--- src/rtl/core/sga_pkg.sv ---
// Shared types and constants of the sphere gradient accumulator.
package sga_pkg;

  localparam int ANGLE_FRAC_BITS_DEF = 30;
  localparam int ANGLE_W             = 32;
  localparam int ACC_W               = 64;
  localparam int QUO_FRAC            = 32;
  localparam int QUO_W               = 64;
  localparam int CNT_W               = $clog2(QUO_W);
  localparam int MUL_STEPS           = 7;
  localparam int CFG_IDX_W           = 1;

  localparam logic [CFG_IDX_W-1:0] REG_OBS_SIN_LAT = 1'b0;
  localparam logic [CFG_IDX_W-1:0] REG_OBS_COS_LAT = 1'b1;

  typedef enum logic [2:0] {
    ST_IDLE,
    ST_MUL,
    ST_FORM,
    ST_DIV,
    ST_TERM,
    ST_ADD,
    ST_EMIT
  } state_t;

  typedef enum logic [2:0] {
    MUL_S_SP   = 3'd0,
    MUL_C_CP   = 3'd1,
    MUL_S_CP   = 3'd2,
    MUL_C_SP   = 3'd3,
    MUL_CCP_CD = 3'd4,
    MUL_SCP_CD = 3'd5,
    MUL_CCP_SD = 3'd6
  } mul_op_t;

  typedef struct packed {
    logic    load;
    logic    mul_en;
    mul_op_t mul_op;
    logic    form;
    logic    div_step;
    logic    term;
    logic    add;
    logic    emit;
  } cmd_t;

  typedef struct packed {
    logic den_pos;
    logic last;
  } sts_t;

endpackage

--- src/rtl/core/sga_dp.sv ---
// Datapath: angle registers, shared multiplier, two-lane serial divider, accumulators.
module sga_dp #(
  parameter int ANGLE_FRAC_BITS = sga_pkg::ANGLE_FRAC_BITS_DEF
) (
  input  logic                                 clk,
  input  logic                                 rst,
  input  logic                                 cfg_write,
  input  logic [sga_pkg::CFG_IDX_W-1:0]        cfg_index,
  input  logic [sga_pkg::ANGLE_W-1:0]          cfg_data,
  input  logic signed [sga_pkg::ANGLE_W-1:0]   src_sin_lat,
  input  logic signed [sga_pkg::ANGLE_W-1:0]   src_cos_lat,
  input  logic signed [sga_pkg::ANGLE_W-1:0]   sin_dlon,
  input  logic signed [sga_pkg::ANGLE_W-1:0]   cos_dlon,
  input  logic                                 last,
  input  sga_pkg::cmd_t                        cmd,
  output sga_pkg::sts_t                        sts,
  output logic signed [sga_pkg::ACC_W-1:0]     grad_lat,
  output logic signed [sga_pkg::ACC_W-1:0]     grad_lon,
  output logic                                 singular,
  output logic                                 saturated
);
  import sga_pkg::*;

  localparam int AW = ANGLE_FRAC_BITS + 2;
  localparam int PW = 2 * AW;
  localparam logic signed [AW-1:0] ONE = AW'(1) <<< ANGLE_FRAC_BITS;
  localparam logic [ACC_W-1:0] ACC_MAX = {1'b0, {(ACC_W-1){1'b1}}};
  localparam logic [ACC_W-1:0] ACC_MIN = {1'b1, {(ACC_W-1){1'b0}}};

  function automatic logic signed [AW-1:0] clamp(input logic signed [ANGLE_W-1:0] v);
    logic signed [AW-1:0] r;
    if (v > ONE) begin
      r = ONE;
    end else if (v < -ONE) begin
      r = -ONE;
    end else begin
      r = AW'(v);
    end
    return r;
  endfunction

  // Turn an unsigned quotient and sign into a Q32.32 term; flag positive overflow.
  function automatic logic [ACC_W:0] to_term(input logic neg, input logic [QUO_W-1:0] q);
    logic [ACC_W:0] r;
    if (neg) begin
      r = {1'b0, (q[QUO_W-1] ? ACC_MIN : (~q + QUO_W'(1)))};
    end else if (q[QUO_W-1]) begin
      r = {1'b1, ACC_MAX};
    end else begin
      r = {1'b0, q};
    end
    return r;
  endfunction

  // Saturating add; top bit of the result marks saturation.
  function automatic logic [ACC_W:0] sat_add(input logic [ACC_W-1:0] a,
                                             input logic [ACC_W-1:0] b);
    logic [ACC_W:0] s;
    logic [ACC_W:0] r;
    s = {a[ACC_W-1], a} + {b[ACC_W-1], b};
    if (s[ACC_W] != s[ACC_W-1]) begin
      r = {1'b1, (s[ACC_W] ? ACC_MIN : ACC_MAX)};
    end else begin
      r = {1'b0, s[ACC_W-1:0]};
    end
    return r;
  endfunction

  // Observer and source angles, clamped on capture
  logic signed [AW-1:0] obs_s, obs_c;
  logic signed [AW-1:0] sp, cp, sd, cd;
  logic                 last_r;

  // Product registers
  logic signed [AW-1:0] s_sp, c_cp, s_cp, c_sp, ccp_cd, scp_cd, ccp_sd;

  logic signed [AW-1:0] mul_a, mul_b;
  logic signed [PW-1:0] prod, prod_sh;

  logic signed [AW:0]   den, nlat, nlon_x;
  logic [AW:0]          nlat_abs, nlon_abs;

  // Divider lanes
  logic [AW-1:0]        den_mag;
  logic                 neg_lat, neg_lon;
  logic [AW-1:0]        rem_lat, rem_lon;
  logic [QUO_W-1:0]     dq_lat, dq_lon;
  logic [AW:0]          rsh_lat, rsh_lon, dif_lat, dif_lon;
  logic                 ge_lat, ge_lon;

  logic [ACC_W:0]       term_lat_w, term_lon_w, sum_lat_w, sum_lon_w;
  logic [ACC_W-1:0]     term_lat, term_lon;
  logic [ACC_W-1:0]     acc_lat, acc_lon;
  logic                 term_sat, singular_seen, saturation_seen;

  always_ff @(posedge clk) begin
    if (rst) begin
      obs_s <= '0;
      obs_c <= ONE;  // clamp of 1.0 at the configured fraction width (Q2.30 by default)
    end else if (cfg_write) begin
      unique case (cfg_index)
        REG_OBS_SIN_LAT: obs_s <= clamp($signed(cfg_data));
        REG_OBS_COS_LAT: obs_c <= clamp($signed(cfg_data));
        default: ;
      endcase
    end
  end

  always_ff @(posedge clk) begin
    if (cmd.load) begin
      sp     <= clamp(src_sin_lat);
      cp     <= clamp(src_cos_lat);
      sd     <= clamp(sin_dlon);
      cd     <= clamp(cos_dlon);
      last_r <= last;
    end
  end

  always_comb begin
    case (cmd.mul_op)
      MUL_S_SP: begin
        mul_a = obs_s;
        mul_b = sp;
      end
      MUL_C_CP: begin
        mul_a = obs_c;
        mul_b = cp;
      end
      MUL_S_CP: begin
        mul_a = obs_s;
        mul_b = cp;
      end
      MUL_C_SP: begin
        mul_a = obs_c;
        mul_b = sp;
      end
      MUL_CCP_CD: begin
        mul_a = c_cp;
        mul_b = cd;
      end
      MUL_SCP_CD: begin
        mul_a = s_cp;
        mul_b = cd;
      end
      MUL_CCP_SD: begin
        mul_a = c_cp;
        mul_b = sd;
      end
      default: begin
        mul_a = '0;
        mul_b = '0;
      end
    endcase
  end

  // Floor shift: arithmetic right shift rounds toward minus infinity
  assign prod    = mul_a * mul_b;
  assign prod_sh = prod >>> ANGLE_FRAC_BITS;

  always_ff @(posedge clk) begin
    if (cmd.mul_en) begin
      case (cmd.mul_op)
        MUL_S_SP:   s_sp   <= prod_sh[AW-1:0];
        MUL_C_CP:   c_cp   <= prod_sh[AW-1:0];
        MUL_S_CP:   s_cp   <= prod_sh[AW-1:0];
        MUL_C_SP:   c_sp   <= prod_sh[AW-1:0];
        MUL_CCP_CD: ccp_cd <= prod_sh[AW-1:0];
        MUL_SCP_CD: scp_cd <= prod_sh[AW-1:0];
        MUL_CCP_SD: ccp_sd <= prod_sh[AW-1:0];
        default: ;
      endcase
    end
  end

  assign den      = ONE - s_sp - ccp_cd;
  assign nlat     = scp_cd - c_sp;
  assign nlon_x   = ccp_sd;
  assign nlat_abs = nlat[AW] ? -nlat : nlat;
  assign nlon_abs = nlon_x[AW] ? -nlon_x : nlon_x;

  assign sts.den_pos = !den[AW] && (den != '0);
  assign sts.last    = last_r;

  // Restoring division, one quotient bit per lane per cycle
  assign rsh_lat = {rem_lat, dq_lat[QUO_W-1]};
  assign rsh_lon = {rem_lon, dq_lon[QUO_W-1]};
  assign dif_lat = rsh_lat - {1'b0, den_mag};
  assign dif_lon = rsh_lon - {1'b0, den_mag};
  assign ge_lat  = rsh_lat >= {1'b0, den_mag};
  assign ge_lon  = rsh_lon >= {1'b0, den_mag};

  always_ff @(posedge clk) begin
    if (cmd.form) begin
      den_mag <= den[AW-1:0];
      neg_lat <= nlat[AW];
      neg_lon <= nlon_x[AW];
      rem_lat <= '0;
      rem_lon <= '0;
      dq_lat  <= QUO_W'(nlat_abs[AW-1:0]) << QUO_FRAC;
      dq_lon  <= QUO_W'(nlon_abs[AW-1:0]) << QUO_FRAC;
    end else if (cmd.div_step) begin
      rem_lat <= ge_lat ? dif_lat[AW-1:0] : rsh_lat[AW-1:0];
      rem_lon <= ge_lon ? dif_lon[AW-1:0] : rsh_lon[AW-1:0];
      dq_lat  <= {dq_lat[QUO_W-2:0], ge_lat};
      dq_lon  <= {dq_lon[QUO_W-2:0], ge_lon};
    end
  end

  assign term_lat_w = to_term(neg_lat, dq_lat);
  assign term_lon_w = to_term(neg_lon, dq_lon);
  assign sum_lat_w  = sat_add(acc_lat, term_lat);
  assign sum_lon_w  = sat_add(acc_lon, term_lon);

  always_ff @(posedge clk) begin
    if (cmd.term) begin
      term_lat <= term_lat_w[ACC_W-1:0];
      term_lon <= term_lon_w[ACC_W-1:0];
    end
  end

  always_ff @(posedge clk) begin
    if (rst) begin
      acc_lat         <= '0;
      acc_lon         <= '0;
      term_sat        <= 1'b0;
      singular_seen   <= 1'b0;
      saturation_seen <= 1'b0;
    end else if (cmd.emit) begin
      acc_lat         <= '0;
      acc_lon         <= '0;
      singular_seen   <= 1'b0;
      saturation_seen <= 1'b0;
    end else begin
      if (cmd.form && !sts.den_pos) begin
        singular_seen <= 1'b1;
      end
      if (cmd.term) begin
        term_sat <= term_lat_w[ACC_W] || term_lon_w[ACC_W];
      end
      if (cmd.add) begin
        acc_lat <= sum_lat_w[ACC_W-1:0];
        acc_lon <= sum_lon_w[ACC_W-1:0];
        if (term_sat || sum_lat_w[ACC_W] || sum_lon_w[ACC_W]) begin
          saturation_seen <= 1'b1;
        end
      end
    end
  end

  always_ff @(posedge clk) begin
    if (cmd.emit) begin
      grad_lat  <= acc_lat;
      grad_lon  <= acc_lon;
      singular  <= singular_seen;
      saturated <= saturation_seen;
    end
  end

endmodule

--- config.mk ---
export PLATFORM = sky130hd
export DESIGN_NAME = sga_dp
export DESIGN_NICKNAME = d
export VERILOG_FILES = /design/src/rtl/core/sga_pkg.sv /design/src/rtl/core/sga_dp.sv
export SDC_FILE = /design/constraint.sdc
export NUM_CORES = 2
export LEC_CHECK = 0
export BUFFER_PORTS_ARGS = -buffer_cell sky130_fd_sc_hd__clkbuf_2
export CAP_MARGIN = 0
export CELL_PAD_IN_SITES_DETAIL_PLACEMENT = 0
export CELL_PAD_IN_SITES_GLOBAL_PLACEMENT = 1
export CORE_ASPECT_RATIO = 1.4
export CORE_MARGIN = 3
export CORE_UTILIZATION = 35
export CTS_BUF_LIST = sky130_fd_sc_hd__clkbuf_4 sky130_fd_sc_hd__clkbuf_8
export CTS_CLUSTER_SIZE = 16
export DETAILED_ROUTE_END_ITERATION = 7
export PLACE_DENSITY_LB_ADDON = 0.12
export SYNTH_ARGS = -nofsm -noshare
export SYNTH_HDL_FRONTEND = slang
export SYNTH_SLANG_ARGS = --single-unit
--- constraint.sdc ---
create_clock -name clk -period 15.2 [get_ports clk]
set_input_delay 3.04 -clock clk [delete_from_list [all_inputs] [get_ports clk]]
set_output_delay 3.04 -clock clk [all_outputs]
set_load 0.05 [all_outputs]
# --- After elaboration in Yosys (flattened, before gate mapping) ---
# Cells that the tools add are included.
word_totals:
  reg_bits: 1032
  inputBits: 175
  out_inout_bits: 132
  elab_cells: 132
classes:
  n_addsub: 11
  mul: 1
  magnitude_cmp: 12
  eq_ne: 8
  muxes: 26
  bitwise_logic: 4
  n_reduce_logical: 32
ops:
  columns: ["operator", "n"]
  rows:
  - ["2-to-1 mux 64 bit", 8]
  - ["2-to-1 mux 65 bit", 6]
  - ["2-to-1 mux 32 bit", 10]
  - ["case mux 32 bit (4 select lines)", 2]
  - ["> comparator 32 bit (second input constant)", 5]
  - ["< comparator 32 x 31 -> 1 bit (second input constant)", 5]
  - ["adder 64 x 64 -> 65 bit", 2]
  - ["adder 64 x 1 -> 64 bit (second input constant)", 2]
  - ["inverter 64 bit", 2]
  - ["greater-or-equal comparator 33 x 32 -> 1 bit", 2]
  - ["negator 32 bit", 2]
  - ["subtractor 32 bit", 2]
  - ["multiplier 32 x 32 -> 62 bit", 1]
  - ["nonzero test 33 bit", 1]
  - ["subtractor 32 x 32 -> 33 bit", 1]
  - ["subtractor 32 x 32 -> 33 bit (first input constant)", 1]
  - ["subtractor 33 x 32 -> 33 bit", 1]
  - ["AND reduction 2 bit", 11]
  - ["OR reduction 2 bit", 11]
  - ["== test 3 bit (second input constant)", 3]
  - ["== test 3 x 2 -> 1 bit (second input constant)", 2]
  - ["== test 3 x 1 -> 1 bit (second input constant)", 1]
  - ["zero test 3 bit", 1]
  - ["logical OR 1 bit", 3]
  - ["5 further kinds", 9]

# --- Logic depth before layout (Yosys ltp) ---
depth:
  word_depth: 6
  depth_mapped: 37
  mapped_depth_nobuf: 33

# --- Worst setup path after synthesis ---
# Ideal clock, no wire load.
synth_timing:
  kind: "input port to flip-flop"
  from: "input cmd[5] (netlist name)"
  to: "register c_cp[31] (data pin)"
  setup_ns: 0.292
  arrival_time_ns: 11.901
  required_time_ns: 14.908
  slack_ns: 3.007
  stages: 30
  n_path_buf: 4
  cell_sequence: "clkbuf_1 > clkbuf_1 > buf_1 > mux2i_1 > nor2_1 > a221oi_1 > clkbuf_1 > nor2_1 > fa_1 > inv_1 > fa_1 > fa_1 > fa_1 > fa_1 > inv_1 > fa_1 > fa_1 > fa_1 > ha_1 > a211o_1 > o211ai_1 > a211oi_1 > nand3b_1 > o22a_1 > o211a_1 > a41oi_1 > o21ai_0 > a21o_1 > o41ai_1 > xnor2_1"
synth_via:
  elab_chain_len: 4
  word_cells_on_any_way: 16
  cone_classes: "1 x mul; 6 x eq/ne; 2 x mux; 7 x reduce/logical"
synth_lines:
  columns: ["item", "line_no", "text"]
  rows:
  - ["start: declaration", "sga_dp.sv:15", "input sga_pkg::cmd_t cmd,"]
  - ["== test 3 bit, or another cell as far along", "sga_dp.sv:120", "case (cmd.mul_op)"]
  - ["OR reduction 2 bit (no line)", null, null]
  - ["case mux 32 bit (4 select lines)", "sga_dp.sv:120", null]
  - ["multiplier 32 x 32 -> 62 bit (*)", "sga_dp.sv:157", "assign prod = mul_a * mul_b;"]
  - ["via prod[61]", "sga_dp.sv:78", "logic signed [PW-1:0] prod, prod_sh;"]
  - ["end signal: assignment", "sga_dp.sv:164", "MUL_C_CP: c_cp <= prod_sh[AW-1:0];"]
  - ["end: declaration", "sga_dp.sv:75", "logic signed [AW-1:0] s_sp, c_cp, s_cp, c_sp, ccp_cd, scp_cd, ccp_sd;"]
# The timed path passes the listed nets; every way through them passes the cells marked *.
# A chain may end at the register's enable or synchronous reset.

# --- Worst setup path after layout ---
layout_timing:
  from: "input cmd[7] (netlist name)"
  to: "register ccp_sd[30] (data pin)"
layout_via:
  elab_chain_len: 4
  word_cells_on_any_way: 16
  cone_classes: "1 x mul; 6 x eq/ne; 2 x mux; 7 x reduce/logical"
layout_lines:
  columns: ["item", "line_no", "text"]
  rows:
  - ["== test 3 bit, or another cell as far along", "sga_dp.sv:120", null]
  - ["OR reduction 2 bit (no line)", null, null]
  - ["case mux 32 bit (4 select lines)", "sga_dp.sv:120", null]
  - ["multiplier 32 x 32 -> 62 bit (*)", "sga_dp.sv:157", null]
  - ["via prod[60]", "sga_dp.sv:78", null]
  - ["end signal: assignment", "sga_dp.sv:169", "MUL_CCP_SD: ccp_sd <= prod_sh[AW-1:0];"]
  - ["end: declaration", "sga_dp.sv:75", null]
# Marks and branches as above.

==> results.ini <==
[timing]
worstMarginPinSlew_ns = 1.237
finalHoldViolCount = 0
maxSlewHeadroom_pct = 15.42
layout_worst_path_cycle_share_pct = 88.95
layout_min_cycle_time_ns = 13.52
finalSetupTns_ns = 0
max_freq_ghz = 0.07396
finalMaxSlewViolations = 0
setup_violations = 0
fin_skew_ns = 0.1182
fin_ws_ns = 1.679
rsz0062_at_grt = false

[detailed_routing]
initialDrtViolationCount = 4068
vias_per_cell = 5.264
drt-pass1-iter-count = 6
totalWireLength_um = 322200
drcViolationCount = 0
antenna_left = 0
routed-via-count = 68370
avgRoutedWirePerCell_um = 24.81

[layout]
area_growth_pct = 11.27
multi_input_area_sq_um = 56410
fill_cells = 25520
register_area_sq_um = 27760
final_nets = 11240
fin_area_sq_um = 99900
layout-drive-gt1-share_pct = 10.47

[synthesis]
synth_xor_xnor_area_share_pct = 3.851
yosysSeqAreaShare_pct = 30.92
synth.ff_latch_count = 1032
synth_area_leaders = fa_1 (24%), edfxtp_1 (24%), dfxtp_1 (7.2%), ha_1 (6.6%), inv_1 (4.9%)
async_reset_ff_share_pct = 0
synthFlopType = edfxtp_1
postSynthCellCount = 9263
yosys.area_share.simple_pct = 14.04
synthMuxAreaShare_pct = 2.223
syn_area_sq_um = 89780
synth_warnings = 0
synth_top_family_by_area = adder cells
synthTopCellsByCount = inv_1 (1,166), fa_1 (1,067), nor2_1 (1,067)
synth_top_area_share_pct = 23.79
yosys.area.top_type = fa_1
synth.most_common_cell = inv_1
synth_area_per_cell_sq_um = 9.692
synth_nets = 10980
synth_cell_types = 91
synth-compound-area-share_pct = 11.76
synth_fa_ha_area_share_pct = 30.37
synth_edf_count = 709

[placement]
hpwl_um = 255900
place.gp.congestion = 0.9373
placed_area_sq_um = 96100
place_ws_ns = 0.8911
port_buffers = 306

[die]
start_util_pct = 35.23
io_pins = 307
die_w_um = 434.0
rows = 219
core-area_sq_um = 254800
die_h_um = 605.3
dieArea_sq_um = 262700

[clocking]
cts_tree = built
clkTransAtPathRegs_ns = 0.06
hold_buffers = 0
htree_levels = 4
postCtsSetupRepairBufs = 0
cts_made_buffers = 181
worstSkewPairLatency_ns = 0.99
cts_buffer_depth = 4
cts_root_buffer = clkbuf_8
cts_sinks = 1032
cts_resized = 0

[worst_setup_path]
end_kind = flip-flop
crit_family = adder cells
worstSetupStartpointType = input pin
cpPeakStageDelay_ns = 0.92
slowest_stage = a221o_1
rr_endpoint = ccp_sd[30]$_DFFE_PP_
crit_fanout = 50
timing.critical_path.buf_inv = 7
critical_path_cell_count = 31
crit_start = cmd[7]
setup.worst_path.end = ccp_sd[30]$_DFFE_PP_
cp.arrival_ns = 14.03
r2r_cells = 28
crit_path_frequent_cell = fa_1
path_class = input pin to flip-flop
r2r-start = cp[11]$_SDFFCE_PP0P_
cp_data_required_time_ns = 15.71
reg2reg_slack_ns = 4.72

[global_routing]
grt_usage_pct = 24.55
grt_overflow_total = 0
antenna_found_initial = 8
grt_pass1_wl_um = 477800
grt_max_degree = 87
grt_pass1_vias = 72350

[status]
outcome = completed

[worst_hold_path]
hp-class = flip-flop to flip-flop

[run]
cap_violations = 0

worst min path at each step:
| stage | startpoint | endpoint | slack, ns | cells past startpoint |
|---|---|---|---|---|
| final | saturation_seen$_SDFFE_PP0P_ | saturated$_DFFE_PP_ | 0.44 | 0 |
| after global routing | saturation_seen$_SDFFE_PP0P_ | saturated$_DFFE_PP_ | 0.47 | 0 |
| after detailed placement | saturation_seen$_SDFFE_PP0P_ | saturated$_DFFE_PP_ | 0.42 | 0 |
| after global placement | saturation_seen$_SDFFE_PP0P_ | saturated$_DFFE_PP_ | 0.43 | 0 |
| after CTS | saturation_seen$_SDFFE_PP0P_ | saturated$_DFFE_PP_ | 0.44 | 0 |
| after floorplan | saturation_seen$_SDFFE_PP0P_ | saturated$_DFFE_PP_ | 0.41 | 0 |
layout by cell type, fill, tap and decap left out, types with 200 or more instances in the layout:
cell      instances
a21oi_1         412
buf_4           239
clkbuf_2        298
clkbuf_8        200
dfxtp_1         323
edfxtp_1        709
fa_1           1067
ha_1            472
inv_1          1165
nand2_1         945
nor2_1         1057
o21ai_0         371
logic make-up after synthesis:
kind of cell	after synthesis
fa+ha+maj	1539
compound gates	1638
xor+xnor	393
buf+inv	1632
flops	1032
mux	197
simple gates	2832
metrics by stage:
step,util (%),cells,hold WS (ns)
floorplan,-,9263,0.4090
global placement,37.71,12660,0.4288
detailed placement,37.71,12660,0.4234
CTS,39.20,12980,0.4411
global route,39.20,12990,0.4683
finish,39.20,12990,0.4370
sequential cells by signal, indices dropped and copies added (netlist names), 64 cells and up:
signal    cells
term_lon     64
term_lat     64
dq_lon       64
acc_lat      64
grad_lon     64
acc_lon      64
dq_lat       64
grad_lat     64
per-layer routing:
layer	GRT usage (%)	vias to the layer above	wire (um)
met2	45.82	1840	169100
met1	27.10	34310	120200
met4	13.14	2	20730
met5	0	-	13
li1	-	31560	-
met3	2.643	659	12220
layout make-up:
class                           instances  share of cell area (%)
Clock inverter                         71                  0.6388
Sequential cell                      1032                   27.79
Timing Repair Buffer                  544                   3.394
Inverter                             1170                   4.396
Multi-Input combinational cell       6599                   56.47
Tap cell                             3315                   4.152
Antenna cell                            3                0.007515
Clock buffer                          253                   3.154
Power is not shown: default switching activity piles up to over one toggle a cycle in this logic, so the estimate is an artifact.
