## src/rtl/core/sga_pkg.sv

```systemverilog
// Shared types and constants of the sphere gradient accumulator.
package sga_pkg;

  localparam int ANGLE_FRAC_BITS_DEF = 30;
  localparam int ANGLE_W             = 32;
  localparam int ACC_W               = 64;
  localparam int QUO_FRAC            = 32;
  localparam int QUO_W               = 64;
  localparam int CNT_W               = $clog2(QUO_W);
  localparam int MUL_STEPS           = 7;
  localparam int CFG_IDX_W           = 1;

  localparam logic [CFG_IDX_W-1:0] REG_OBS_SIN_LAT = 1'b0;
  localparam logic [CFG_IDX_W-1:0] REG_OBS_COS_LAT = 1'b1;

  typedef enum logic [2:0] {
    ST_IDLE,
    ST_MUL,
    ST_FORM,
    ST_DIV,
    ST_TERM,
    ST_ADD,
    ST_EMIT
  } state_t;

  typedef enum logic [2:0] {
    MUL_S_SP   = 3'd0,
    MUL_C_CP   = 3'd1,
    MUL_S_CP   = 3'd2,
    MUL_C_SP   = 3'd3,
    MUL_CCP_CD = 3'd4,
    MUL_SCP_CD = 3'd5,
    MUL_CCP_SD = 3'd6
  } mul_op_t;

  typedef struct packed {
    logic    load;
    logic    mul_en;
    mul_op_t mul_op;
    logic    form;
    logic    div_step;
    logic    term;
    logic    add;
    logic    emit;
  } cmd_t;

  typedef struct packed {
    logic den_pos;
    logic last;
  } sts_t;

endpackage

```

## src/rtl/core/sga_ctrl.sv

```systemverilog
// Controller: sequences multiply, divide and accumulate steps and owns the handshakes.
module sga_ctrl (
  input  logic           clk,
  input  logic           rst,
  input  logic           in_valid,
  output logic           in_stall,
  output logic           out_valid,
  input  logic           out_stall,
  input  sga_pkg::sts_t  sts,
  output sga_pkg::cmd_t  cmd
);
  import sga_pkg::*;

  state_t           state, state_next;
  logic [CNT_W-1:0] cnt;
  logic             out_free;
  logic             mul_last, div_last;

  assign out_free = !out_valid || !out_stall;
  assign mul_last = (cnt == CNT_W'(MUL_STEPS - 1));
  assign div_last = (cnt == CNT_W'(QUO_W - 1));

  always_comb begin
    state_next = state;
    unique case (state)
      ST_IDLE: if (in_valid) state_next = ST_MUL;
      ST_MUL:  if (mul_last) state_next = ST_FORM;
      ST_FORM: begin
        if (sts.den_pos) begin
          state_next = ST_DIV;
        end else begin
          state_next = sts.last ? ST_EMIT : ST_IDLE;
        end
      end
      ST_DIV:  if (div_last) state_next = ST_TERM;
      ST_TERM: state_next = ST_ADD;
      ST_ADD:  state_next = sts.last ? ST_EMIT : ST_IDLE;
      ST_EMIT: if (out_free) state_next = ST_IDLE;
      default: state_next = ST_IDLE;
    endcase
  end

  always_comb begin
    cmd        = '0;
    cmd.mul_op = mul_op_t'(cnt[2:0]);
    in_stall   = 1'b1;
    unique case (state)
      ST_IDLE: begin
        in_stall = 1'b0;
        cmd.load = in_valid;
      end
      ST_MUL:  cmd.mul_en   = 1'b1;
      ST_FORM: cmd.form     = 1'b1;
      ST_DIV:  cmd.div_step = 1'b1;
      ST_TERM: cmd.term     = 1'b1;
      ST_ADD:  cmd.add      = 1'b1;
      ST_EMIT: cmd.emit     = out_free;
      default: ;
    endcase
  end

  always_ff @(posedge clk) begin
    if (rst) begin
      state <= ST_IDLE;
      cnt   <= '0;
    end else begin
      state <= state_next;
      if (state_next != state) begin
        cnt <= '0;
      end else begin
        cnt <= cnt + CNT_W'(1);
      end
    end
  end

  always_ff @(posedge clk) begin
    if (rst) begin
      out_valid <= 1'b0;
    end else if (cmd.emit) begin
      out_valid <= 1'b1;
    end else if (!out_stall) begin
      out_valid <= 1'b0;
    end
  end

endmodule

```

## config.mk

```make
export PLATFORM = sky130hd
export DESIGN_NAME = sga_ctrl
export DESIGN_NICKNAME = d
export VERILOG_FILES = /design/src/rtl/core/sga_pkg.sv /design/src/rtl/core/sga_ctrl.sv
export SDC_FILE = /design/constraint.sdc
export NUM_CORES = 1
export LEC_CHECK = 0
export BUFFER_PORTS_ARGS = -buffer_cell sky130_fd_sc_hd__buf_4
export CORE_MARGIN = 4
export CORE_UTILIZATION = 45
export DETAILED_ROUTE_END_ITERATION = 7
export PLACE_DENSITY = 0.82
export SYNTH_ARGS = -nofsm -noshare
export SYNTH_HDL_FRONTEND = slang
export SYNTH_SLANG_ARGS = --single-unit
```

## constraint.sdc

```tcl
create_clock -name clk -period 2 [get_ports clk]
set_clock_uncertainty 0.15 [all_clocks]
set_input_delay 0.4 -clock clk [delete_from_list [all_inputs] [get_ports clk]]
set_output_delay 0.4 -clock clk [all_outputs]
set_load 0.02 [all_outputs]
```

# Yosys cells after proc, flatten, opt, wreduce, memory -nomap -nowiden
# Cells that the tools add are included.
[totals] regBits=10 in_bits=6 out_inout_bits=12 word_cells=36
[classes] addsub=1 eq_ne=10 n_mux=17 reduce_logical=5
[ops] op="3-bit case mux with 7 select lines" count=1
[ops] op="3-bit 2-to-1 mux" count=6
[ops] op="1-bit 2-to-1 mux" count=10
[ops] op="3-bit == test (second input constant)" count=3
[ops] op="6-bit by 1-bit adder with 6-bit output (second input constant)" count=1
[ops] op="3-bit by 2-bit == test with 1-bit output (second input constant)" count=2
[ops] op="6-bit by 3-bit == test with 1-bit output (second input constant)" count=1
[ops] op="6-bit == test (second input constant)" count=1
[ops] op="3-bit by 1-bit == test with 1-bit output (second input constant)" count=1
[ops] op="3-bit logical NOT" count=1
[ops] op="3-bit != test" count=1
[ops] op="1-bit logical NOT" count=2
[ops] op="2-bit by 1-bit != test with 1-bit output (second input constant)" count=1
[ops] op="2-bit OR reduction" count=1
[ops] op="1-bit logical OR" count=1

# Logic depth before layout (Yosys ltp)
# Gate-level depths: netlist of the first run.
[depth] ltp_word=6 ltp_mapped=7 depth_no_buf=7

# Worst setup path after synthesis of the first run
# OpenSTA, ideal clock, no wires.
[synth_timing] path_kind="register to output" startpoint="register state[2]" endpoint="output cmd[9] (netlist bit)" arrival_ns=1.346 required_time_ns=1.450 path_slack_ns=0.104 path_stages_with_launch=4 n_path_buf=1 cell_sequence="dfxtp_1 -> clkbuf_1 -> or3_1 -> nor2_1"
[synth_lines] item="start, declared" line_no="sga_ctrl.sv:14" rtl="state_t state, state_next;"
[synth_lines] item="start signal, assigned" line_no="sga_ctrl.sv:67" rtl="state <= state_next;"
[synth_lines] item="end, declared" line_no="sga_ctrl.sv:10" rtl="output sga_pkg::cmd_t cmd"

==> results of run 1 <==
[per-stage QoR]
stage                     power, uW  cell area, um2   util  setup WS (ns)
after floorplan                 268             686      -          0.104
after global placement          300             833  0.610          0.149
after detailed placement        304             833  0.610          0.104
after CTS                       437             863  0.632         0.0243
after global routing            462             871  0.637        0.00336
final                           432             871  0.637         0.0525
[cell families after synthesis]
family / Yosys count / share of synthesized area
buf+inv: 13 / 0.0912
compound gates: 21 / 0.204
fa+ha+maj: 2 / 0.0365
xor+xnor: 4 / 0.0511
simple gates: 42 / 0.325
flops: 10 / 0.292
[path summary, 6_finish.rpt]
path                                start  cells after the start        end  slack (ns)
worst max-delay path             state[1]                      4     cmd[9]        0.05
worst min-delay path                  rst                      2   state[1]        0.19
worst min register to register  out_valid                      2  out_valid        0.34
worst max register to register     cnt[0]                      6     cnt[5]        0.09
[sequential cells by signal, indices dropped and copies added, names as in the netlist]
register	count
cnt	6
state	3
out_valid	1
[synthesized netlist by cell type]
library cell	n
a21oi_1	4
nor3_1	2
nand2_1	9
o221a_2	1
a2bb2oi_1	1
inv_1	7
or3b_1	1
xor2_1	1
nor3b_2	1
buf_2	2
nand2b_1	3
o22ai_1	2
or4b_4	1
nor2b_1	2
nand3_1	4
o21ai_0	5
and3_1	1
buf_4	3
o211ai_1	1
and4b_1	1
and3b_1	2
or3_1	1
a221oi_1	1
ha_1	2
o21ai_1	1
a31oi_1	3
o311a_1	1
o211ai_2	1
clkbuf_1	1
xnor2_1	3
nor2_1	14
dfxtp_1	10
[repair_timing]
item                                    CTS  global route
endpoints found under the setup margin    1             1
cloned                                    0             0
resized for setup                         2             3
[cell type report]
class / instances / area, um2
inverter: 7 / 26.3
tap: 15 / 18.8
sequential: 10 / 203
fill: 126 / 495
multi-input combinational: 69 / 435
clock buffer: 3 / 22.5
timing repair buffer: 22 / 165
[cells in the final DEF (no fill, tap or decap), types with 2 or more instances in the layout]
| master | n |
|---|---|
| nor3_1 | 2 |
| dfxtp_2 | 2 |
| buf_4 | 22 |
| ha_1 | 2 |
| and3b_1 | 2 |
| a31oi_1 | 3 |
| o22ai_1 | 2 |
| clkbuf_4 | 3 |
| nand2_1 | 9 |
| o21ai_0 | 5 |
| nor2_1 | 13 |
| xnor2_1 | 3 |
| nand2b_1 | 3 |
| dfxtp_1 | 8 |
| nand3_1 | 4 |
| nor2b_1 | 2 |
| a21oi_1 | 4 |
| inv_1 | 7 |
[power by group]
| group | internal (uW) | switching [uW] |
|---|---|---|
| sequential | 205 | 5.34 |
| combinational | 44.3 | 49.9 |
| clock | 68.9 | 58.1 |
| total | 318 | 113 |
[per-layer routing]
| layer | track usage | vias up | wire length, um |
|---|---|---|---|
| met5 | 0 | - | 0 |
| met1 | 0.193 | 335 | 691 |
| met3 | 0.0575 | 6 | 142 |
| met4 | 0.0552 | 0 | 33 |
| met2 | 0.306 | 42 | 871 |
| li1 | - | 358 | - |
==> impl_metrics.env, run 1 <==
export IMPL_instances_no_fill=126
export IMPL_grt_use_total=0.172
export IMPL_count_of_input_and_output_buffers=17
export IMPL_critPathCaptureType="output port"
export IMPL_grt_max_degree=12
export IMPL_run_status="finished, final reports clean"
export IMPL_area_growth_from_synthesis_to_layout_pct=27.0
export IMPL_first_iter_violations=15
export IMPL_drt_wl_total_um=1740
export IMPL_slew_limit_headroom=0.746
export IMPL_nNetsFinal=121
export IMPL_drive_above_1_share=0.297
export IMPL_clock_insertion_delay_worst_skew_ns=0.25
export IMPL_clock_path_buffers=2
export IMPL_hold_viol_final=0
export IMPL_timing_hold_ws_ns=0.190
export IMPL_synth_area_per_cell_um2=7.45
export IMPL_cts_inserted_buffers=3
export IMPL_power_leakage_uw=0.000387
export IMPL_crit_path_max_fanout=7
export IMPL_yosysSeqAreaShare=0.292
export IMPL_ys_warnings_count=0
export IMPL_critical_path_required_ns=1.45
export IMPL_timing_setup_tns_ns=0
export IMPL_via_count_of_the_first_global_routing_pass=639
export IMPL_routed_via_count=741
export IMPL_worstMarginPinSlew_ns=0.377
export IMPL_floorplan_die_height_um=47.0
export IMPL_drt_wirelength_per_cell_um=13.8
export IMPL_worstSetupPathType="register to output port"
export IMPL_floorplan_io_pins=18
export IMPL_start_kind="register"
export IMPL_fin_crit_ns=1.95
export IMPL_grt_setup_unrepaired="false"
export IMPL_syn_nets=100
export IMPL_vdd_ir_drop_max_mv=0.457
export IMPL_globalRouteOverflowTotal=0
export IMPL_grt_antenna_before_repair=0
export IMPL_yosysTopAreaCell="dfxtp_1"
export IMPL_syn_cell_area_um2=686
export IMPL_fp_row_count=13
export IMPL_cp_num_buf_inv=2
export IMPL_cp_slowest_cell="or3_4"
export IMPL_cp_arrival_ns=1.40
export IMPL_synthDominantCellAreaShare=0.292
export IMPL_cp_top_family="simple AND/OR/NAND/NOR gates"
export IMPL_hold_class="input pin to register"
export IMPL_avgViaCountPerCell=5.88
export IMPL_cts_root_buf="clkbuf_4"
export IMPL_gp_congestion=0.895
export IMPL_cts_tree="built"
export IMPL_dp_final_hpwl_um=1410
export IMPL_dieWidth_um=47.0
export IMPL_netlist_cell_types=32
export IMPL_drv_max_cap_violation_count=0
export IMPL_yosys_top_cells_area="dfxtp_1, nor2_1, nand2_1"
export IMPL_period_share=0.974
export IMPL_cts_hold_repair_buffers=0
export IMPL_cts_clk_slew_worst_paths_ns=0.06
export IMPL_drt_drc_violations_left=0
export IMPL_most_frequent_cell_on_the_critical_path="buf_4"
export IMPL_crit_path_cell_trace="buf_4, or3_4, nor2_4, buf_4"
export IMPL_h_tree_lvls=1
export IMPL_synth_cells=92
export IMPL_maxSlewViolCount=0
export IMPL_grt_pass1_wl_um=2700
export IMPL_diodes=0
export IMPL_setup_viol=0
export IMPL_clock_sinks=10
export IMPL_fmax_mhz=513
export IMPL_power_per_cell_area_mw_per_mm2=496
export IMPL_critPathMaxStageDelay_ns=0.39
export IMPL_die_area_mm2=0.00221
export IMPL_dp_cells=123
export IMPL_drt_pre_antenna_iters=4
export IMPL_start_util=0.502
export IMPL_ant_nets=0
export IMPL_synth_ff_latch_count=10
export IMPL_core_area_mm2=0.00137
export IMPL_postCtsSetupRepairBufs=0
Power figures use the tool's default switching activity.
==> run 2: changes to the inputs <==
Settings changed: CELL_PAD_IN_SITES_DETAIL_PLACEMENT set to 1, CELL_PAD_IN_SITES_GLOBAL_PLACEMENT set to 1, CORE_UTILIZATION 45 to 38, PLACE_DENSITY 0.82 to 0.9.
Clock period 2 ns to 2.5 ns, I/O delays scaled along.
==> run 2 against run 1 <==
Against the previous run: count of clock-buffer cells in the layout unchanged; via count decreased by 6.7%; critical path depth unchanged; largest power group unchanged.
==> impl_metrics.env, run 2 (same netlist as run 1, synthesis figures left out) <==
export IMPL_run_status="finished, final reports clean"
export IMPL_fin_crit_ns=2.11
export IMPL_die_area_mm2=0.00255
export IMPL_cts_tree="built"
export IMPL_dieWidth_um=50.5
export IMPL_timing_setup_tns_ns=0
export IMPL_start_util=0.397
export IMPL_core_area_mm2=0.00173
export IMPL_clock_sinks=10
export IMPL_drt_wl_total_um=1710
export IMPL_drt_wirelength_per_cell_um=13.0
export IMPL_maxSlewViolCount=0
export IMPL_r2r_setup_slack_ns=0.49
export IMPL_cp_slowest_cell="dfxtp_1"
export IMPL_fmax_mhz=474
export IMPL_clock_path_buffers=2
export IMPL_r2r_start="cnt[0]"
export IMPL_postCtsSetupRepairBufs=0
export IMPL_diodes=0
export IMPL_fin_util=0.481
export IMPL_cp_arrival_ns=1.46
export IMPL_critical_path_required_ns=1.85
export IMPL_crit_path_max_fanout=12
export IMPL_area_taken_by_multi_input_logic_gates_um2=423
export IMPL_critPathCaptureType="output port"
export IMPL_ant_nets=0
export IMPL_worstMarginPinSlew_ns=0.502
export IMPL_combined_flip_flop_and_latch_cell_area_um2=200
export IMPL_floorplan_die_height_um=50.5
export IMPL_drv_max_cap_violation_count=0
export IMPL_area_growth_from_synthesis_to_layout_pct=21.2
export IMPL_layout_cells_most_common="buf_4"
export IMPL_top_regs="cnt (6), state (3), out_valid (1)"
export IMPL_setup_viol=0
export IMPL_use_met3=0.0564
export IMPL_report_power_total_uw=334
export IMPL_power_leakage_uw=0.000360
export IMPL_regMostFlops="cnt"
export IMPL_slew_limit_headroom=0.665
export IMPL_fp_row_count=15
export IMPL_grt_met1_usage=0.176
export IMPL_routed_via_count=691
export IMPL_pre_cts_ws_ns=0.490
export IMPL_count_of_input_and_output_buffers=17
export IMPL_hold_viol_final=0
export IMPL_number_of_gates_resized_after_cts=0
export IMPL_floorplan_io_pins=18
export IMPL_start_kind="register"
export IMPL_final_critical_path_setup_slack_ns=0.390
export IMPL_critPathCapture="cmd[0]"
export IMPL_grt_use_total=0.154
export IMPL_setup_worst_path_start="state[1]"
export IMPL_h_tree_lvls=1
export IMPL_grt_max_degree=17
export IMPL_crit_path_cell_trace="nor2b_1, nand2_1, a21oi_1, buf_4"
export IMPL_worst_r2r_path_depth=6
export IMPL_gr_usage_met2=0.274
export IMPL_dp_final_hpwl_um=1410
export IMPL_gp_congestion=0.767
export IMPL_worstSetupPathType="register to output port"
export IMPL_drive_above_1_share=0.226
export IMPL_grt_busiest_layer="met2"
export IMPL_final_fill_count=235
export IMPL_clock_insertion_delay_worst_skew_ns=0.25
export IMPL_cts_root_buf="clkbuf_4"
export IMPL_nNetsFinal=116
export IMPL_avgViaCountPerCell=5.27
export IMPL_critPathMaxStageDelay_ns=0.53
export IMPL_final_cell_mix="buf_4, nor2_1, dfxtp_1"
export IMPL_power_per_cell_area_mw_per_mm2=402
export IMPL_largest_register_ffs=6
export IMPL_cts_inserted_buffers=3
export IMPL_globalRouteOverflowTotal=0
export IMPL_hold_class="input pin to register"
export IMPL_vdd_ir_drop_max_mv=0.377
export IMPL_first_iter_violations=8
export IMPL_cts_clk_slew_worst_paths_ns=0.06
export IMPL_drt_drc_violations_left=0
export IMPL_grt_pass1_wl_um=3060
export IMPL_period_share=0.844
export IMPL_grt_setup_unrepaired="false"
export IMPL_drt_pre_antenna_iters=4
export IMPL_via_count_of_the_first_global_routing_pass=706
export IMPL_grt_antenna_before_repair=0
export IMPL_worst_r2r_endpoint="cnt[5]"
export IMPL_cts_hold_repair_buffers=0
## run 2: cell types whose count changed in the layout (fill, tap and decap cells not counted)
cell     delta
buf_4       -5
dfxtp_1     +2
dfxtp_2     -2
nor2_1      +1
nor2_4      -1
or3_1       +1
or3_4       -1
## run 2: through the flow
| stage | hold WS (ns) | cells | cell area [um2] |
|---|---|---|---|
| 2_1_floorplan | 0.302 | 92 | 686 |
| 3_3_place_gp | 0.322 | 128 | 808 |
| 3_5_place_dp | 0.341 | 128 | 808 |
| 4_1_cts | 0.282 | 131 | 831 |
| 5_1_grt | 0.286 | 131 | 831 |
| 6_report | 0.294 | 131 | 831 |
## run 2: cell type report
type | count | share of cell area
multi-input combinational | 69 | 0.509
clock buffer | 3 | 0.0271
sequential | 10 | 0.241
timing repair buffer | 17 | 0.154
tap | 25 | 0.0377
inverter | 7 | 0.0316
## run 2: where the power goes
part           internal [uW]  total (uW)  switching [uW]
sequential               164         173            9.03
combinational           28.9        61.0            32.1
clock                   55.0         100            45.4
total                    248         334            86.5
## run 2: critical path: cells and delay by family (launching register included)
| family | cells | cell delay, ns |
|---|---|---|
| compound gates | 1 | 0.15 |
| buf+inv | 1 | 0.15 |
| flops | 1 | 0.53 |
| simple gates | 2 | 0.37 |
## run 2: routing by layer
metal | part of all wire | vias up
li1 | - | 348
met1 | 0.41 | 328
met2 | 0.53 | 13
met3 | 0.057 | 2
met4 | 0.0035 | 0
met5 | 0 | -
## run 2: worst min path at each step
stage | slack [ns] | startpoint | to | depth (start not counted)
floorplan | 0.30 | cnt[0] | cnt[0] | 1
global placement | 0.32 | cnt[0] | cnt[0] | 1
detailed placement | 0.34 | cnt[0] | cnt[0] | 1
CTS | 0.28 | rst | state[1] | 2
global route | 0.29 | rst | state[0] | 2
finish | 0.29 | rst | state[0] | 2
==> run 3: changes to the inputs <==
Settings changed: CORE_UTILIZATION 38 to 35, PLACE_DENSITY 0.9 to 0.85.
Clock period 2.5 ns to 2.1 ns, I/O delays scaled along.
==> run 3 against run 2 <==
Against the previous run: global-route usage shrank 1.1 points; non-clock buffer count grew 1; setup slack lost 0.29 ns; design area grew 1.4%; first-iteration DRC count shrank 88%; combinational power grew 32%; critical path depth grew 1; sequential power grew 16%; sequential share of layout area shrank 0.17 points; cell count grew 0.76%; core utilization shrank 0.89 points; highest routed layer is now met3.
==> impl_metrics.env, run 3 (same netlist as run 1, synthesis figures left out) <==
export IMPL_final_fill_count=246
export IMPL_run_status="finished, final reports clean"
export IMPL_r2r_start="cnt[1]"
export IMPL_drt_wirelength_per_cell_um=13.1
export IMPL_grt_max_degree=17
export IMPL_largest_register_ffs=6
export IMPL_drt_wl_total_um=1720
export IMPL_drv_max_cap_violation_count=0
export IMPL_crit_path_max_fanout=5
export IMPL_routed_via_count=677
export IMPL_r2r_setup_slack_ns=0.1
export IMPL_cts_hold_repair_buffers=0
export IMPL_fmax_mhz=499
export IMPL_power_per_cell_area_mw_per_mm2=473
export IMPL_cp_slowest_cell="or4b_4"
export IMPL_drive_above_1_share=0.252
export IMPL_dieWidth_um=52.3
export IMPL_ant_nets=0
export IMPL_vdd_ir_drop_max_mv=0.331
export IMPL_area_taken_by_multi_input_logic_gates_um2=425
export IMPL_fin_util=0.472
export IMPL_cts_clk_slew_worst_paths_ns=0.06
export IMPL_drt_drc_violations_left=0
export IMPL_die_area_mm2=0.00273
export IMPL_area_growth_from_synthesis_to_layout_pct=22.8
export IMPL_top_regs="cnt (6), state (3), out_valid (1)"
export IMPL_clock_insertion_delay_worst_skew_ns=0.25
export IMPL_setup_viol=0
export IMPL_layout_cells_most_common="buf_4"
export IMPL_timing_hold_ws_ns=0.209
export IMPL_whs_endpoint="state[1]"
export IMPL_worstMarginPinSlew_ns=0.486
export IMPL_clock_path_buffers=2
export IMPL_critical_path_required_ns=2.08
export IMPL_period_share=0.954
export IMPL_worst_r2r_endpoint="cnt[2]"
export IMPL_maxSlewViolCount=0
export IMPL_core_area_mm2=0.00178
export IMPL_worstSetupPathType="register to register"
export IMPL_fp_row_count=15
export IMPL_grt_pass1_wl_um=2950
export IMPL_critPathMaxStageDelay_ns=0.47
export IMPL_first_iter_violations=1
export IMPL_grt_antenna_before_repair=0
export IMPL_grt_setup_unrepaired="false"
export IMPL_critPathCaptureType="register"
export IMPL_number_of_gates_resized_after_cts=0
export IMPL_clock_sinks=10
export IMPL_fin_crit_ns=2.00
export IMPL_h_tree_lvls=1
export IMPL_floorplan_die_height_um=52.3
export IMPL_cp_arrival_ns=1.98
export IMPL_worst_r2r_path_depth=5
export IMPL_worst_hold_startpoint="rst"
export IMPL_hold_viol_final=0
export IMPL_timing_setup_tns_ns=0
export IMPL_via_count_of_the_first_global_routing_pass=713
export IMPL_combined_flip_flop_and_latch_cell_area_um2=201
export IMPL_diodes=0
export IMPL_hold_path_cell_count=2
export IMPL_regMostFlops="cnt"
export IMPL_grt_use_total=0.142
export IMPL_dp_final_hpwl_um=1410
export IMPL_cts_inserted_buffers=3
export IMPL_crit_path_cell_trace="ha_1, or4b_4, o311a_1, o211ai_2, nor2_1"
export IMPL_power_leakage_uw=0.000365
export IMPL_start_util=0.385
export IMPL_start_kind="register"
export IMPL_drt_pre_antenna_iters=3
export IMPL_floorplan_io_pins=18
export IMPL_hold_class="input pin to register"
export IMPL_avgViaCountPerCell=5.13
export IMPL_cts_root_buf="clkbuf_4"
export IMPL_final_cell_mix="buf_4, nor2_1, nand2_1, dfxtp_1, inv_1"
export IMPL_count_of_input_and_output_buffers=17
export IMPL_globalRouteOverflowTotal=0
export IMPL_cts_tree="built"
export IMPL_nNetsFinal=117
export IMPL_postCtsSetupRepairBufs=0
export IMPL_gp_congestion=0.785
export IMPL_slew_limit_headroom=0.676
## run 3: changes by cell type in the layout (fill, tap and decap cells not counted), sizes merged
cell,delta
buf,+1
## run 3: how the worst max path moves through the flow
stage | from | endpoint
after floorplan | state[2] | cmd[9]
after global placement | cnt[0] | cnt[5]
after detailed placement | cnt[1] | cnt[2]
after CTS | state[1] | cmd[0]
after global routing | cnt[1] | cnt[2]
final | cnt[1] | cnt[2]
## run 3: area by class of cell
type / instances / area share
flip-flops and latches: 10 / 0.239
repair buffers: 18 / 0.160
well taps: 25 / 0.0371
clock buffers: 3 / 0.0267
multi-input cells: 69 / 0.505
inverters: 7 / 0.0312
## run 3: worst max-delay path: cells and delay by family (launching register included)
kind / cells / cell delay (ns)
DFF: 1 / 0.40
adders and majority gates: 1 / 0.16
and+or+nand+nor: 2 / 0.56
AOI/OAI and AO/OA: 2 / 0.62
## run 3: power by group
part | total [uW] | switching, uW | internal, uW
Clock | 118 | 52.2 | 65.4
Combinational | 80.3 | 43.9 | 36.3
Sequential | 201 | 5.85 | 195
Total | 399 | 102 | 297
## run 3: metal layers
layer	GRT usage	vias to the layer above	routed length, um
li1	-	350	-
met1	0.152	314	751
met2	0.278	13	883
met3	0.0541	0	88
met4	0	0	0
met5	0	-	0
## run 3: metrics by stage
stage / setup WS (ns) / area, um2 / instances / power, uW
after detailed placement: 0.0791 / 816 / 129 / 285
after global routing: 0.0115 / 842 / 132 / 424
after global placement: 0.166 / 816 / 129 / 283
after CTS: 0.0166 / 838 / 132 / 408
after floorplan: 0.184 / 686 / 92 / 255
final: 0.0963 / 842 / 132 / 399
